### config.mk
export PLATFORM = sky130hd
export DESIGN_NAME = key_partition_mapper
export DESIGN_NICKNAME = d
export VERILOG_FILES = /design/src/rtl/kpm_pkg.sv /design/src/rtl/kpm_ctrl.sv /design/src/rtl/kpm_datapath.sv /design/src/rtl/key_partition_mapper.sv
export SDC_FILE = /design/constraint.sdc
export NUM_CORES = 1
export LEC_CHECK = 0
export ABC_AREA = 1
export BUFFER_PORTS_ARGS = -buffer_cell sky130_fd_sc_hd__buf_2
export CORE_ASPECT_RATIO = 1.4
export CORE_MARGIN = 4
export CORE_UTILIZATION = 60
export DETAILED_ROUTE_END_ITERATION = 16
export GPL_ROUTABILITY_DRIVEN = 0
export PLACE_DENSITY = 0.77
export SYNTH_ARGS = -nofsm -noshare
export SYNTH_HDL_FRONTEND = slang
export SYNTH_HIERARCHICAL = 1
export SYNTH_SLANG_ARGS = --single-unit
### constraint.sdc
create_clock -name clk -period 19.2 [get_ports clk]
set_input_delay 3.84 -clock clk [delete_from_list [all_inputs] [get_ports clk]]
set_output_delay 3.84 -clock clk [all_outputs]
set_load 0.005 [all_outputs]
### src/rtl/kpm_pkg.sv
// ----------------------------------------------------------------------------
// kpm_pkg
// Shared types and constants for the key partition mapper: payload structs,
// mode and register codes, controller states and control/status bundles.
// ----------------------------------------------------------------------------
`default_nettype none

package kpm_pkg;

  // fnv-1 constants
  localparam logic [31:0] FNV_BASIS = 32'h811c_9dc5;
  localparam logic [31:0] FNV_PRIME = 32'h0100_0193;

  // width of the decimal value and of the divider dividend
  localparam int unsigned DIV_W   = 63;
  localparam int unsigned CNT_W   = $clog2(DIV_W);
  localparam int unsigned IDX_W   = 3;
  localparam int unsigned CFG_W   = 16;

  // register indexes on the configuration port
  localparam logic [IDX_W-1:0] REG_MODE       = 3'd0;
  localparam logic [IDX_W-1:0] REG_NUM_PART   = 3'd1;
  localparam logic [IDX_W-1:0] REG_LOCAL_PART = 3'd2;
  localparam logic [IDX_W-1:0] REG_NUM_REGION = 3'd3;
  localparam logic [IDX_W-1:0] REG_PREFIX     = 3'd4;

  typedef enum logic [1:0] {
    MODE_HASH    = 2'd0,
    MODE_DEC_MOD = 2'd1,
    MODE_DEC_DIV = 2'd2,
    MODE_WORD    = 2'd3
  } kpm_mode_t;

  typedef struct packed {
    logic [7:0] key_byte;
    logic       last_byte;
  } kpm_in_t;

  typedef struct packed {
    logic [15:0] partition;
    logic        is_local;
    logic        bad_key;
  } kpm_out_t;

  typedef struct packed {
    kpm_mode_t   mode;
    logic [15:0] part_count;
    logic [15:0] own_part;
    logic [7:0]  region_count;
    logic [15:0] key_prefix_bytes;
  } kpm_cfg_t;

  typedef enum logic [2:0] {
    ST_BYTES,
    ST_LOAD1,
    ST_DIV1,
    ST_LOAD2,
    ST_DIV2,
    ST_RESULT
  } kpm_state_t;

  // controller to datapath
  typedef struct packed {
    logic byte_en;
    logic clear_key;
    logic load_first;
    logic load_second;
    logic div_step;
    logic result_load;
  } kpm_cmd_t;

  // datapath to controller
  typedef struct packed {
    logic div_last;
    logic two_pass;
    logic out_free;
  } kpm_stat_t;

endpackage

`default_nettype wire

### src/rtl/kpm_ctrl.sv
// ----------------------------------------------------------------------------
// kpm_ctrl
// Controller: takes key bytes, then sequences one or two divider passes and
// hands the result to the output register.
// ----------------------------------------------------------------------------
`default_nettype none

module kpm_ctrl (
  input  wire logic              clk,
  input  wire logic              rst,
  input  wire logic              in_valid,
  input  wire logic              in_last,
  output logic                   in_ready,
  input  wire kpm_pkg::kpm_stat_t stat,
  output kpm_pkg::kpm_cmd_t      cmd
);

  kpm_pkg::kpm_state_t state, state_next;

  // state register
  always_ff @(posedge clk) begin
    if (rst) begin
      state <= kpm_pkg::ST_BYTES;
    end else begin
      state <= state_next;
    end
  end

  // next state and commands
  always_comb begin
    state_next = state;
    cmd        = '0;
    in_ready   = 1'b0;
    unique case (state)
      kpm_pkg::ST_BYTES: begin
        in_ready    = 1'b1;
        cmd.byte_en = in_valid;
        if (in_valid && in_last) begin
          state_next = kpm_pkg::ST_LOAD1;
        end
      end
      kpm_pkg::ST_LOAD1: begin
        cmd.load_first = 1'b1;
        cmd.clear_key  = 1'b1;
        state_next     = kpm_pkg::ST_DIV1;
      end
      kpm_pkg::ST_DIV1: begin
        cmd.div_step = 1'b1;
        if (stat.div_last) begin
          state_next = stat.two_pass ? kpm_pkg::ST_LOAD2 : kpm_pkg::ST_RESULT;
        end
      end
      kpm_pkg::ST_LOAD2: begin
        cmd.load_second = 1'b1;
        state_next      = kpm_pkg::ST_DIV2;
      end
      kpm_pkg::ST_DIV2: begin
        cmd.div_step = 1'b1;
        if (stat.div_last) begin
          state_next = kpm_pkg::ST_RESULT;
        end
      end
      kpm_pkg::ST_RESULT: begin
        if (stat.out_free) begin
          cmd.result_load = 1'b1;
          state_next      = kpm_pkg::ST_BYTES;
        end
      end
      default: begin
        state_next = kpm_pkg::ST_BYTES;
      end
    endcase
  end

endmodule

`default_nettype wire

### src/rtl/kpm_datapath.sv
// ----------------------------------------------------------------------------
// kpm_datapath
// Per-byte key accumulators (fnv-1 hash, decimal parse, little-endian word),
// a bit-serial restoring divider and the output register.
// ----------------------------------------------------------------------------
`default_nettype none

module kpm_datapath (
  input  wire logic              clk,
  input  wire logic              rst,
  input  wire kpm_pkg::kpm_cfg_t cfg,
  input  wire kpm_pkg::kpm_in_t  in_data,
  input  wire kpm_pkg::kpm_cmd_t cmd,
  output kpm_pkg::kpm_stat_t     stat,
  output logic                   out_valid,
  input  wire logic              out_ready,
  output kpm_pkg::kpm_out_t      out_data
);

  localparam logic [62:0] DEC_LIMIT = {63{1'b1}};

  // key state
  logic [31:0]               hash;
  logic [15:0]               bytes_seen;
  logic [kpm_pkg::DIV_W-1:0] dec_value;
  logic                      digits_ended;
  logic                      number_bad;
  logic [31:0]               wh_word;

  // divider state
  logic [kpm_pkg::DIV_W-1:0] div_q;
  logic [15:0]               div_rem;
  logic [15:0]               div_den;
  logic [kpm_pkg::CNT_W-1:0] div_cnt;
  logic                      key_bad;

  // per-byte next values
  logic [31:0]               hash_mul;
  logic                      is_digit;
  logic [66:0]               dec_sum;
  logic                      dec_over;
  logic [15:0]               part_den;
  logic [15:0]               region_den;
  logic [kpm_pkg::DIV_W-1:0] first_dividend;
  logic [16:0]               trial;
  logic [16:0]               trial_diff;
  logic                      trial_ge;
  logic [15:0]               part_res;

  // fnv-1 multiply, xor applied at the register
  assign hash_mul = hash * kpm_pkg::FNV_PRIME;

  // decimal step: value*10 + digit, overflow when above 2^63-1
  assign is_digit = (in_data.key_byte >= 8'h30) && (in_data.key_byte <= 8'h39);
  assign dec_sum  = ({4'b0, dec_value} << 3) + ({4'b0, dec_value} << 1)
                  + {63'b0, in_data.key_byte[3:0]};
  assign dec_over = (dec_sum > {4'b0, DEC_LIMIT});

  // zero divisors act as one
  assign part_den   = (cfg.part_count == 16'd0) ? 16'd1 : cfg.part_count;
  assign region_den = (cfg.region_count == 8'd0) ? 16'd1 : {8'b0, cfg.region_count};

  // first dividend by mode
  always_comb begin
    unique case (cfg.mode)
      kpm_pkg::MODE_HASH:    first_dividend = {31'b0, hash};
      kpm_pkg::MODE_DEC_MOD: first_dividend = dec_value;
      kpm_pkg::MODE_DEC_DIV: first_dividend = dec_value;
      kpm_pkg::MODE_WORD:    first_dividend = {31'b0, wh_word - 32'd1};
      default:               first_dividend = '0;
    endcase
  end

  // one restoring division step
  assign trial      = {div_rem, div_q[kpm_pkg::DIV_W-1]};
  assign trial_diff = trial - {1'b0, div_den};
  assign trial_ge   = (trial >= {1'b0, div_den});

  // key accumulators
  always_ff @(posedge clk) begin
    if (rst || cmd.clear_key) begin
      hash         <= kpm_pkg::FNV_BASIS;
      bytes_seen   <= '0;
      dec_value    <= '0;
      digits_ended <= 1'b0;
      number_bad   <= 1'b0;
      wh_word      <= '0;
    end else if (cmd.byte_en) begin
      if (bytes_seen < cfg.key_prefix_bytes) begin
        hash <= hash_mul ^ {24'b0, in_data.key_byte};
      end
      if (!digits_ended) begin
        if (is_digit) begin
          if (dec_over) begin
            number_bad   <= 1'b1;
            digits_ended <= 1'b1;
          end else begin
            dec_value <= dec_sum[kpm_pkg::DIV_W-1:0];
          end
        end else begin
          if (bytes_seen == 16'd0) begin
            number_bad <= 1'b1;
          end
          digits_ended <= 1'b1;
        end
      end
      if (bytes_seen < 16'd4) begin
        wh_word <= wh_word | ({24'b0, in_data.key_byte} << {bytes_seen[1:0], 3'b000});
      end
      if (bytes_seen != 16'hffff) begin
        bytes_seen <= bytes_seen + 16'd1;
      end
    end
  end

  // divider
  always_ff @(posedge clk) begin
    if (cmd.load_first) begin
      div_q   <= first_dividend;
      div_rem <= '0;
      div_den <= (cfg.mode == kpm_pkg::MODE_DEC_DIV) ? region_den : part_den;
      div_cnt <= '0;
      key_bad <= number_bad && ((cfg.mode == kpm_pkg::MODE_DEC_MOD) ||
                                (cfg.mode == kpm_pkg::MODE_DEC_DIV));
    end else if (cmd.load_second) begin
      div_rem <= '0;
      div_den <= part_den;
      div_cnt <= '0;
    end else if (cmd.div_step) begin
      div_q   <= {div_q[kpm_pkg::DIV_W-2:0], trial_ge};
      div_rem <= trial_ge ? trial_diff[15:0] : trial[15:0];
      div_cnt <= div_cnt + 1'b1;
    end
  end

  assign stat.div_last = (div_cnt == kpm_pkg::CNT_W'(kpm_pkg::DIV_W - 1));
  assign stat.two_pass = (cfg.mode == kpm_pkg::MODE_DEC_DIV);
  assign stat.out_free = !out_valid || out_ready;

  assign part_res = key_bad ? 16'd0 : div_rem;

  // output register
  always_ff @(posedge clk) begin
    if (rst) begin
      out_valid <= 1'b0;
    end else if (cmd.result_load) begin
      out_valid <= 1'b1;
    end else if (out_ready) begin
      out_valid <= 1'b0;
    end
  end

  always_ff @(posedge clk) begin
    if (cmd.result_load) begin
      out_data.partition <= part_res;
      out_data.is_local  <= !key_bad && (part_res == cfg.own_part);
      out_data.bad_key   <= key_bad;
    end
  end

endmodule

`default_nettype wire

### src/rtl/key_partition_mapper.sv
// ----------------------------------------------------------------------------
// key_partition_mapper
// Maps a byte-serial key to a partition by fnv-1 hash, decimal value or
// little-endian word, reduced modulo the partition count.
// ----------------------------------------------------------------------------
// Key bytes are accepted one per cycle while in_ready is high. After the last
// byte the block loads the divider and runs a bit-serial restoring divider (one
// quotient bit per cycle); in mode 2 the value is first divided by the region
// count, then the divider is loaded again to reduce the quotient modulo the
// partition count. Finally the result moves into the output register. Input is
// held off from the last byte through the divide and, after it, for as long as
// an earlier result still waits in the output register; a finished result can
// wait in the output register while the next key streams in.
`default_nettype none

module key_partition_mapper (
  input  wire logic                          clk,
  input  wire logic                          rst,
  input  wire logic                          cfg_we,
  input  wire logic [kpm_pkg::IDX_W-1:0]     cfg_index,
  input  wire logic [kpm_pkg::CFG_W-1:0]     cfg_data,
  input  wire logic                          in_valid,
  output logic                               in_ready,
  input  wire kpm_pkg::kpm_in_t              in_data,
  output logic                               out_valid,
  input  wire logic                          out_ready,
  output kpm_pkg::kpm_out_t                  out_data
);

  kpm_pkg::kpm_cfg_t  cfg;
  kpm_pkg::kpm_cmd_t  cmd;
  kpm_pkg::kpm_stat_t stat;

  // configuration registers
  always_ff @(posedge clk) begin
    if (rst) begin
      cfg.mode             <= kpm_pkg::MODE_HASH;
      cfg.part_count       <= 16'd1;
      cfg.own_part         <= 16'd0;
      cfg.region_count     <= 8'd1;
      cfg.key_prefix_bytes <= 16'hffff;
    end else if (cfg_we) begin
      unique case (cfg_index)
        kpm_pkg::REG_MODE:       cfg.mode             <= kpm_pkg::kpm_mode_t'(cfg_data[1:0]);
        kpm_pkg::REG_NUM_PART:   cfg.part_count       <= cfg_data;
        kpm_pkg::REG_LOCAL_PART: cfg.own_part         <= cfg_data;
        kpm_pkg::REG_NUM_REGION: cfg.region_count     <= cfg_data[7:0];
        kpm_pkg::REG_PREFIX:     cfg.key_prefix_bytes <= cfg_data;
        default: begin
        end
      endcase
    end
  end

  kpm_ctrl u_ctrl (
    .clk      (clk),
    .rst      (rst),
    .in_valid (in_valid),
    .in_last  (in_data.last_byte),
    .in_ready (in_ready),
    .stat     (stat),
    .cmd      (cmd)
  );

  kpm_datapath u_dp (
    .clk       (clk),
    .rst       (rst),
    .cfg       (cfg),
    .in_data   (in_data),
    .cmd       (cmd),
    .stat      (stat),
    .out_valid (out_valid),
    .out_ready (out_ready),
    .out_data  (out_data)
  );

endmodule

`default_nettype wire

==> summary.md, run 1 <==
| Metric | Value |
|---|---|
| Final setup vio count | `0` |
| DR vias/cell | `5.464` |
| WP data required | `19.67 ns` |
| First-pass GRT wire length | `121.9 mm` |
| Hold Buf Count CTS | `0` |
| Initial antenna violation count | `1` |
| Clk_skew | `0.02408 ns` |
| Setup_tns | `0 ns` |
| Synth area leaders | `dfxtp_1 (16%), ha_1 (16%), nand2_1 (12%)` |
| Total track usage | `29.61%` |
| I/O Pins | `53` |
| Later-pin clock latency in the skew report | `0.54 ns` |
| Ys flop type | `dfxtp_1` |
| Max Freq | `0.1414 GHz` |
| CTS Buffer Depth | `3` |
| Yosys reg bits | `327` |
| Mapped Area | `28080 um^2` |
| Crit Path Category | `primary input to flop` |
| Fillers | `4227` |
| Nets | `4467` |
| DP HPWL | `58.48 mm` |
| Port bufs | `52` |
| Via count | `25420` |
| Die area | `50380 um^2` |
| Initial Util | `60.79%` |
| Status | `finished, final reports clean` |
| Crit path launch type | `primary input` |
| Post-CTS sizing | `0` |
| Unrepaired setup endpoints after global routing | `no` |
| TritonCTS buffer count | `34` |
| CP Capture Type | `flop` |
| H-tree depth | `2` |
| Mapped Cells | `4011` |
| Die width | `190.9 um` |
| Clock Pin Slew Worst Setup and Hold Paths | `0.06 ns` |
| TritonCTS clock tree | `done` |
| Worst hold path class | `flop to flop` |
| Core area | `46200 um^2` |
| Synth cell types | `50` |
| Tcrit/Tclk final | `36.83%` |
| Clock root cell | `clkbuf_16` |
| Drt first pass iters | `9` |
| Final min period | `7.072 ns` |
| Syn Nets | `4471` |
| Row count | `93` |
| EDFF count, synth | `98` |
| WL per Instance | `16.26 um` |
| Drt drc | `0` |
| Syn_area_per_cell | `7.002 um^2` |
| GRT overflow | `0` |
| CP arrival | `7.54 ns` |
| Final WL | `75.66 mm` |
| Cell taking the most area after synthesis | `dfxtp_1` |
| Routed Antenna Nets | `0` |
| Hold slack final | `0.4625 ns` |
| Chip Height | `264.0 um` |
| Tightest Pin Transition | `1.063 ns` |
| Post-CTS setup buffers | `0` |
| Vias in the first global route | `24800` |
| Post-synthesis async set-or-reset flop share | `0%` |
| Sequential area share after synthesis | `26.80%` |
| Syn-to-layout area delta | `6.438%` |
| Final Hold Vio Count | `0` |
| Yosys warning total | `6` |
| Share of post-route cells with drive strength above 1 | `4.587%` |
| Synth top area share | `16.32%` |
| Clk sinks | `327` |
| Peak fanout along the critical path | `42` |
| Max-slew violations | `0` |
| Max-cap viol count | `0` |
| Initial DRC Count | `1822` |
| Largest net degree at the start of global routing | `87` |
| Relative slew slack | `29.11%` |
-- final timing paths --
| path | startpoint | end | cells past startpoint | slack (ns) |
|---|---|---|---|---|
| hold reg to reg | cfg[6] | cfg[6] | 2 | 0.46 |
| hold / removal | cfg[6] | cfg[6] | 2 | 0.46 |
| setup reg to reg | u_dp/hash[5] | u_dp/hash[20] | 22 | 13.24 |
| setup / recovery | in_data[4] | u_dp/dec_value[59] | 21 | 12.13 |
-- cells in the mapped netlist, types with 13 or more instances --
library cell and instances:
nor4_1 16, xor2_1 59, dfxtp_1 229, nor3_1 39
ha_1 350, nand2_1 880, fa_1 77, inv_2 18
a21oi_1 286, edfxtp_1 98, o21bai_1 29, o211ai_1 14
nand4_1 78, buf_1 13, nand3_1 199, xnor2_1 63
nor2_1 440, inv_1 744, o21ai_0 169, clkbuf_1 67
nand3b_1 15
-- state kept, by name (all words and copies together), names as in the netlist, 18 cells and up --
name            flops
u_dp/div_q         63
u_dp/dec_value     63
cfg                58
u_dp/wh_word       32
u_dp/hash          32
u_dp/out_data      18
-- layout by cell type, fill, tap and decap left out, types with 4 or more instances in the layout --
cell type	count
nand3_1	199
buf_4	20
nor3b_1	4
nand4_1	78
clkinv_2	4
fa_1	77
nor2_2	9
o31ai_1	5
xor2_1	59
clkbuf_1	9
nand3b_1	15
nor3_1	39
o21a_1	6
a21o_1	6
clkbuf_8	8
nor4_1	16
clkbuf_16	36
buf_2	52
inv_2	19
xnor2_1	63
dfxtp_1	229
ha_1	350
o211ai_1	14
a21oi_1	286
a21boi_0	6
nor2_4	9
edfxtp_1	98
o21bai_1	29
nand2_2	12
o21ai_1	5
o21ai_0	168
nor2_1	436
a31oi_1	12
inv_1	744
nand2_1	880
-- through the flow --
step	cells	instance area (um^2)	util [%]	worst slack, ns
global route	4651	29890	64.70	11.83
CTS	4650	29890	64.70	12.16
global placement	4588	28750	62.24	11.71
finish	4652	29890	64.71	12.13
detailed placement	4588	28750	62.24	11.63
floorplan	4011	28080	-	12.72
-- cells by family (layout without fill, tap and decap cells) --
logic type      count (synthesis)  after routing  synth area share (%)
fa+ha+maj                     427            427                 21.08
xor+xnor                      122            122                 3.805
flops                         327            327                 26.80
simple gates                 1707           1707                 25.50
buf+inv                       878            900                 12.20
other cells                     0              2                     0
compound gates                550            550                 10.61
-- cell type report --
class | instances | area (um^2) | area share (%)
Timing Repair Buffer | 72 | 410.4 | 1.373
Clock buffer | 54 | 1052 | 3.520
Tap cell | 617 | 772.0 | 2.583
Sequential cell | 327 | 7527 | 25.18
Multi-Input combinational cell | 2806 | 17170 | 57.43
Antenna cell | 2 | 5.005 | 0.01674
Inverter | 766 | 2875 | 9.619
Clock inverter | 8 | 83.83 | 0.2804
-- worst max-delay path: stages --
cell	delay, ns
buf_2	0.14
inv_1	0.09
fa_1	0.53
inv_1	0.07
fa_1	0.46
nand2_1	0.11
nand2_1	0.06
nand3b_1	0.08
nand2_1	0.15
nand2_1	0.09
nand3_1	0.17
nand2_1	0.11
nand3_1	0.13
nand2_1	0.09
nand3_1	0.07
nor2_1	0.17
nand4_4	0.39
buf_4	0.47
nand2_1	0.14
inv_1	0.05
nor2_1	0.10
-- metal layers --
| layer | track usage (%) | vias up | wire [um] |
|---|---|---|---|
| met3 | 3.066 | 289 | 3513 |
| met1 | 32.10 | 11570 | 28160 |
| met4 | 19.21 | 0 | 5828 |
| met5 | 0 | - | 0 |
| li1 | - | 12780 | - |
| met2 | 54.15 | 773 | 38170 |
Power of run 1 is not shown: default switching activity piles up to over one toggle a cycle in this logic, so the estimate is an artifact.
==> run 2, diff against run 1 <==
Settings changed: CORE_UTILIZATION 60 to 59, PLACE_DENSITY 0.77 to 0.79.
Clock period 19.2 ns to 6.05 ns, I/O delays scaled along.
==> run 2 against run 1 <==
First-iteration DRC count shrank 9.4%; global-route usage fell by 0.26 points; sequential share of layout area is essentially flat; core utilization is 1.1 points lower; clock-buffer cell count fell by 10; setup slack got worse by 12 ns; hold slack improved by 0.0028 ns; via count about the same; design area increased by 0.18%; register-to-register slack got worse by 13 ns.
==> summary.md, run 2 (same netlist as run 1, synthesis figures left out) <==
| Metric | Value |
|---|---|
| R2R Setup Slk | `0.60 ns` |
| Dpl cells | `4599` |
| DP HPWL | `58.32 mm` |
| Max Freq | `0.1836 GHz` |
| Final Non-Filler Cells | `4663` |
| Via count | `25410` |
| Row count | `94` |
| Syn-to-layout area delta | `6.634%` |
| Initial antenna violation count | `2` |
| Routed Antenna Nets | `0` |
| Die width | `192.4 um` |
| Final setup vio count | `0` |
| Tcrit/Tclk final | `90.04%` |
| Worst hold path cell count | `2` |
| Largest registers | `u_dp/dec_value: 63 flops, u_dp/div_q: 63 flops, cfg: 58 flops` |
| CP dominant cell by count | `inv_1` |
| TritonCTS buffer count | `35` |
| Initial DRC Count | `1650` |
| Crit Path Category | `flop to flop` |
| Drt drc | `0` |
| Initial Util | `59.70%` |
| Post-layout util | `63.66%` |
| Vias in the first global route | `25100` |
| Crit path launch type | `flop` |
| WL per Instance | `16.10 um` |
| CP max-delay cell | `dfxtp_1` |
| Commonest non-fill, non-tap cell in the layout | `nand2_1` |
| Port bufs | `52` |
| Share of post-route cells with drive strength above 1 | `4.705%` |
| Die area | `51200 um^2` |
| Worst hold path class | `flop to flop` |
| Final min period | `5.448 ns` |
| Unrepaired setup endpoints after global routing | `no` |
| Nets | `4472` |
| Relative slew slack | `26.46%` |
| Total track usage | `29.35%` |
| Core area | `47050 um^2` |
| DR vias/cell | `5.449` |
| First-pass GRT wire length | `122.8 mm` |
| CP arrival | `5.85 ns` |
| Tightest Pin Transition | `1.099 ns` |
| Setup_tns | `0 ns` |
| Final WL | `75.08 mm` |
| GRT overflow | `0` |
| Clk_skew | `0.02675 ns` |
| CP max stage delay | `0.64 ns` |
| Post-CTS sizing | `0` |
| Clk sinks | `327` |
| I/O Pins | `53` |
| Clock Pin Slew Worst Setup and Hold Paths | `0.07 ns` |
| Clock root cell | `clkbuf_16` |
| WP data required | `6.46 ns` |
| Drt first pass iters | `6` |
| Max-cap viol count | `0` |
| Final Hold Vio Count | `0` |
| Most frequent cells in the layout | `nand2_1 (880), inv_1 (744), nor2_1 (436), ha_1 (350), a21oi_1 (286)` |
| TritonCTS clock tree | `done` |
| Worst-path cell chain | `ha_1 > ha_1 > inv_1 > fa_1 > inv_1 > ha_1 > inv_1 > fa_1 > inv_1 > ha_1 > inv_1 > fa_1 > inv_1 > ha_1 > nand4_1 > nor3_1 > nand4_1 > nand3_1 > a21oi_1 > o21ai_0 > xnor2_1 > a21oi_1` |
| R2R depth | `22` |
| Peak fanout along the critical path | `7` |
| Hold Buf Count CTS | `0` |
| Largest net degree at the start of global routing | `87` |
| Max-slew violations | `0` |
| CP Capture Type | `flop` |
| Chip Height | `266.2 um` |
| Status | `finished, final reports clean` |
| H-tree depth | `2` |
| Post-CTS setup buffers | `0` |
| Later-pin clock latency in the skew report | `0.56 ns` |
| CTS Buffer Depth | `3` |
[run 2: final cells by class]
cell class                      count  area, um^2
Multi-Input combinational cell   2806       17170
Fill cell                        4414       17100
Sequential cell                   327        7527
Inverter                          766        2875
Clock buffer                       44       919.6
Tap cell                          624       780.7
Timing Repair Buffer               76       452.9
Clock inverter                     19       222.7
Antenna cell                        1       2.502
[run 2: path summary, 6_finish.rpt]
path	startpoint	end
worst max-delay path	u_dp/hash[9]	u_dp/hash[27]
worst min-delay path	cfg[7]	cfg[7]
worst max register to register	u_dp/hash[9]	u_dp/hash[27]
worst min register to register	cfg[7]	cfg[7]
[run 2: layer usage]
metal  up-vias  global-route usage [%]  wire (um)
met5         -                       0          0
met4         0                   18.15       5558
met3       284                   3.512       3563
met2       764                   53.31      37730
met1     11580                   32.22      28240
li1      12780                       -          -
[run 2: stage by stage]
| stage | worst slack (ns) | hold slack (ns) | cell area [um^2] |
|---|---|---|---|
| finish | 0.6024 | 0.4653 | 29950 |
| global placement | 0.7206 | 0.4420 | 28800 |
| global route | 0.3022 | 0.4817 | 29950 |
| detailed placement | 0.6901 | 0.4457 | 28800 |
| floorplan | 1.249 | 0.4289 | 28080 |
| CTS | 0.6775 | 0.4665 | 29950 |
[run 2: worst max-delay path, delay by kind of cell, from the launching register on]
family	cells	cell delay [ns]
compound gates	3	0.41
fa+ha+maj	8	2.95
buf+inv	6	0.34
simple gates	4	0.81
flops	1	0.64
xor+xnor	1	0.14
Power of run 2 is left out for the same reason.
==> run 3, diff against run 2 <==
Settings changed: BUFFER_PORTS_ARGS -buffer_cell sky130_fd_sc_hd__buf_2 to -buffer_cell sky130_fd_sc_hd__clkbuf_2.
==> run 3 against run 2 <==
Global-route usage shrank 0.51 points; hold slack lost 0.0049 ns; register-to-register slack is essentially flat; die area is the same; setup slack gained 0.0089 ns; fmax grew 0.16%; flip-flop and latch count is the same; via count shrank 0.11%; core utilization grew 0.20 points; routed wire length shrank 0.54%; first-iteration DRC count grew 6.1%; clock-buffer cell count shrank 1; critical path type unchanged; largest cell class unchanged.
==> summary.md, run 3 (same netlist as run 1, synthesis figures left out) <==
| Metric | Value |
|---|---|
| Max Freq | `0.1839 GHz` |
| GRT overflow | `0` |
| CP arrival | `5.83 ns` |
| Largest registers | `u_dp/dec_value: 63 flops, u_dp/div_q: 63 flops, cfg: 58 flops` |
| Later-pin clock latency in the skew report | `0.56 ns` |
| Crit Path Category | `flop to flop` |
| Clock root cell | `clkbuf_16` |
| Drt drc | `0` |
| Commonest non-fill, non-tap cell in the layout | `nand2_1` |
| DR vias/cell | `5.442` |
| CTS Buffer Depth | `3` |
| CP Capture Type | `flop` |
| Clk sinks | `327` |
| Hold slack final | `0.4605 ns` |
| Drt first pass iters | `6` |
| Crit path capture | `u_dp/hash[27]` |
| GR Layer Usage met1 | `32.19%` |
| Initial DRC Count | `1750` |
| I/O Pins | `53` |
| Share of post-route cells with drive strength above 1 | `4.851%` |
| Vias in the first global route | `24580` |
| Clk_skew | `0.02267 ns` |
| Reg2Reg Launch Point | `u_dp/hash[11]` |
| Final WL | `74.68 mm` |
| Beginning of the critical path | `u_dp/hash[11]` |
| CP max stage delay | `0.69 ns` |
| M2 GR Usage | `52.95%` |
| Worst hold path class | `flop to flop` |
| Routed Antenna Nets | `0` |
| Post-layout util | `63.86%` |
| Pre-CTS WS | `0.6535 ns` |
| Hold Buf Count CTS | `0` |
| Core area | `47050 um^2` |
| Chip Height | `266.2 um` |
| Largest net degree at the start of global routing | `87` |
| Initial Util | `59.70%` |
| ANT cells | `0` |
| Peak fanout along the critical path | `7` |
| Port bufs | `52` |
| Fin worst setup slack | `0.6112 ns` |
| Global Route met3 Usage | `2.726%` |
| Max-cap viol count | `0` |
| CP dominant cell by count | `ha_1` |
| Die width | `192.4 um` |
| TritonCTS clock tree | `done` |
| Crit path launch type | `flop` |
| Final min period | `5.439 ns` |
| WP data required | `6.44 ns` |
| Relative slew slack | `24.42%` |
| Die area | `51200 um^2` |
| Final setup vio count | `0` |
| WL per Instance | `16.01 um` |
| Unrepaired setup endpoints after global routing | `no` |
| First-pass GRT wire length | `120.6 mm` |
| Syn-to-layout area delta | `6.968%` |
| Status | `finished, final reports clean` |
| Total track usage | `28.84%` |
| Worst-path cell chain | `ha_1 > ha_1 > fa_1 > ha_1 > inv_1 > fa_1 > inv_1 > ha_1 > inv_1 > fa_1 > inv_1 > ha_1 > nand4_1 > nor3_1 > nand4_1 > nand3_1 > a21oi_1 > o21ai_0 > xnor2_1 > a21oi_1` |
| Post-CTS setup buffers | `0` |
| Row count | `94` |
| Setup_tns | `0 ns` |
| Clock Pin Slew Worst Setup and Hold Paths | `0.06 ns` |
| Nets | `4472` |
| Most frequent cells in the layout | `nand2_1 (880), inv_1 (744), nor2_1 (436), ha_1 (350), a21oi_1 (286)` |
| R2R depth | `20` |
| Post-CTS sizing | `0` |
| R2R Setup Slk | `0.61 ns` |
| Tcrit/Tclk final | `89.90%` |
| Tightest Pin Transition | `1.132 ns` |
| Final Hold Vio Count | `0` |
| Via count | `25380` |
| GRT Max-Usage Layer | `met2` |
| CP max-delay cell | `dfxtp_1` |
| Max-slew violations | `0` |
| H-tree depth | `2` |
| DP HPWL | `58.17 mm` |
| FF-to-FF End | `u_dp/hash[27]` |
| TritonCTS buffer count | `36` |
| Initial antenna violation count | `0` |
## run 3: worst min-delay path by stage
stage	startpoint	endpoint	slack, ns	cells past startpoint
6_report	cfg[4]	cfg[4]	0.46	2
5_1_grt	cfg[2]	cfg[2]	0.49	2
4_1_cts	cfg[15]	cfg[15]	0.46	2
3_5_place_dp	cfg[15]	cfg[15]	0.45	2
3_3_place_gp	cfg[2]	cfg[2]	0.44	2
2_1_floorplan	cfg[10]	cfg[10]	0.43	2
## run 3: area by class of cell
class	instances	area, um^2
well taps	624	780.7
multi-input cells	2806	17170
clock inverters	23	246.5
inverters	766	2875
fillers	4282	17000
repair buffers	75	445.4
clock buffers	43	999.7
flip-flops and latches	327	7527
## run 3: through the flow
| step | area [um^2] | cells |
|---|---|---|
| floorplan | 28080 | 4011 |
| detailed placement | 28800 | 4598 |
| global placement | 28800 | 4598 |
| CTS | 30040 | 4664 |
| finish | 30040 | 4664 |
| global route | 30040 | 4664 |
## run 3: critical path, delay by kind of cell, from the launching register on
family	cells	cell delay, ns
buf+inv	4	0.18
compound gates	3	0.44
flops	1	0.69
xor+xnor	1	0.15
simple gates	4	0.75
fa+ha+maj	8	3.05
## run 3: layer usage
layer / routed length (um) / vias to the layer above
met2: 38010 / 831
met1: 28140 / 11480
li1: - / 12810
met4: 4953 / 0
met3: 3575 / 260
met5: 0 / -
Power of run 3 is left out for the same reason.
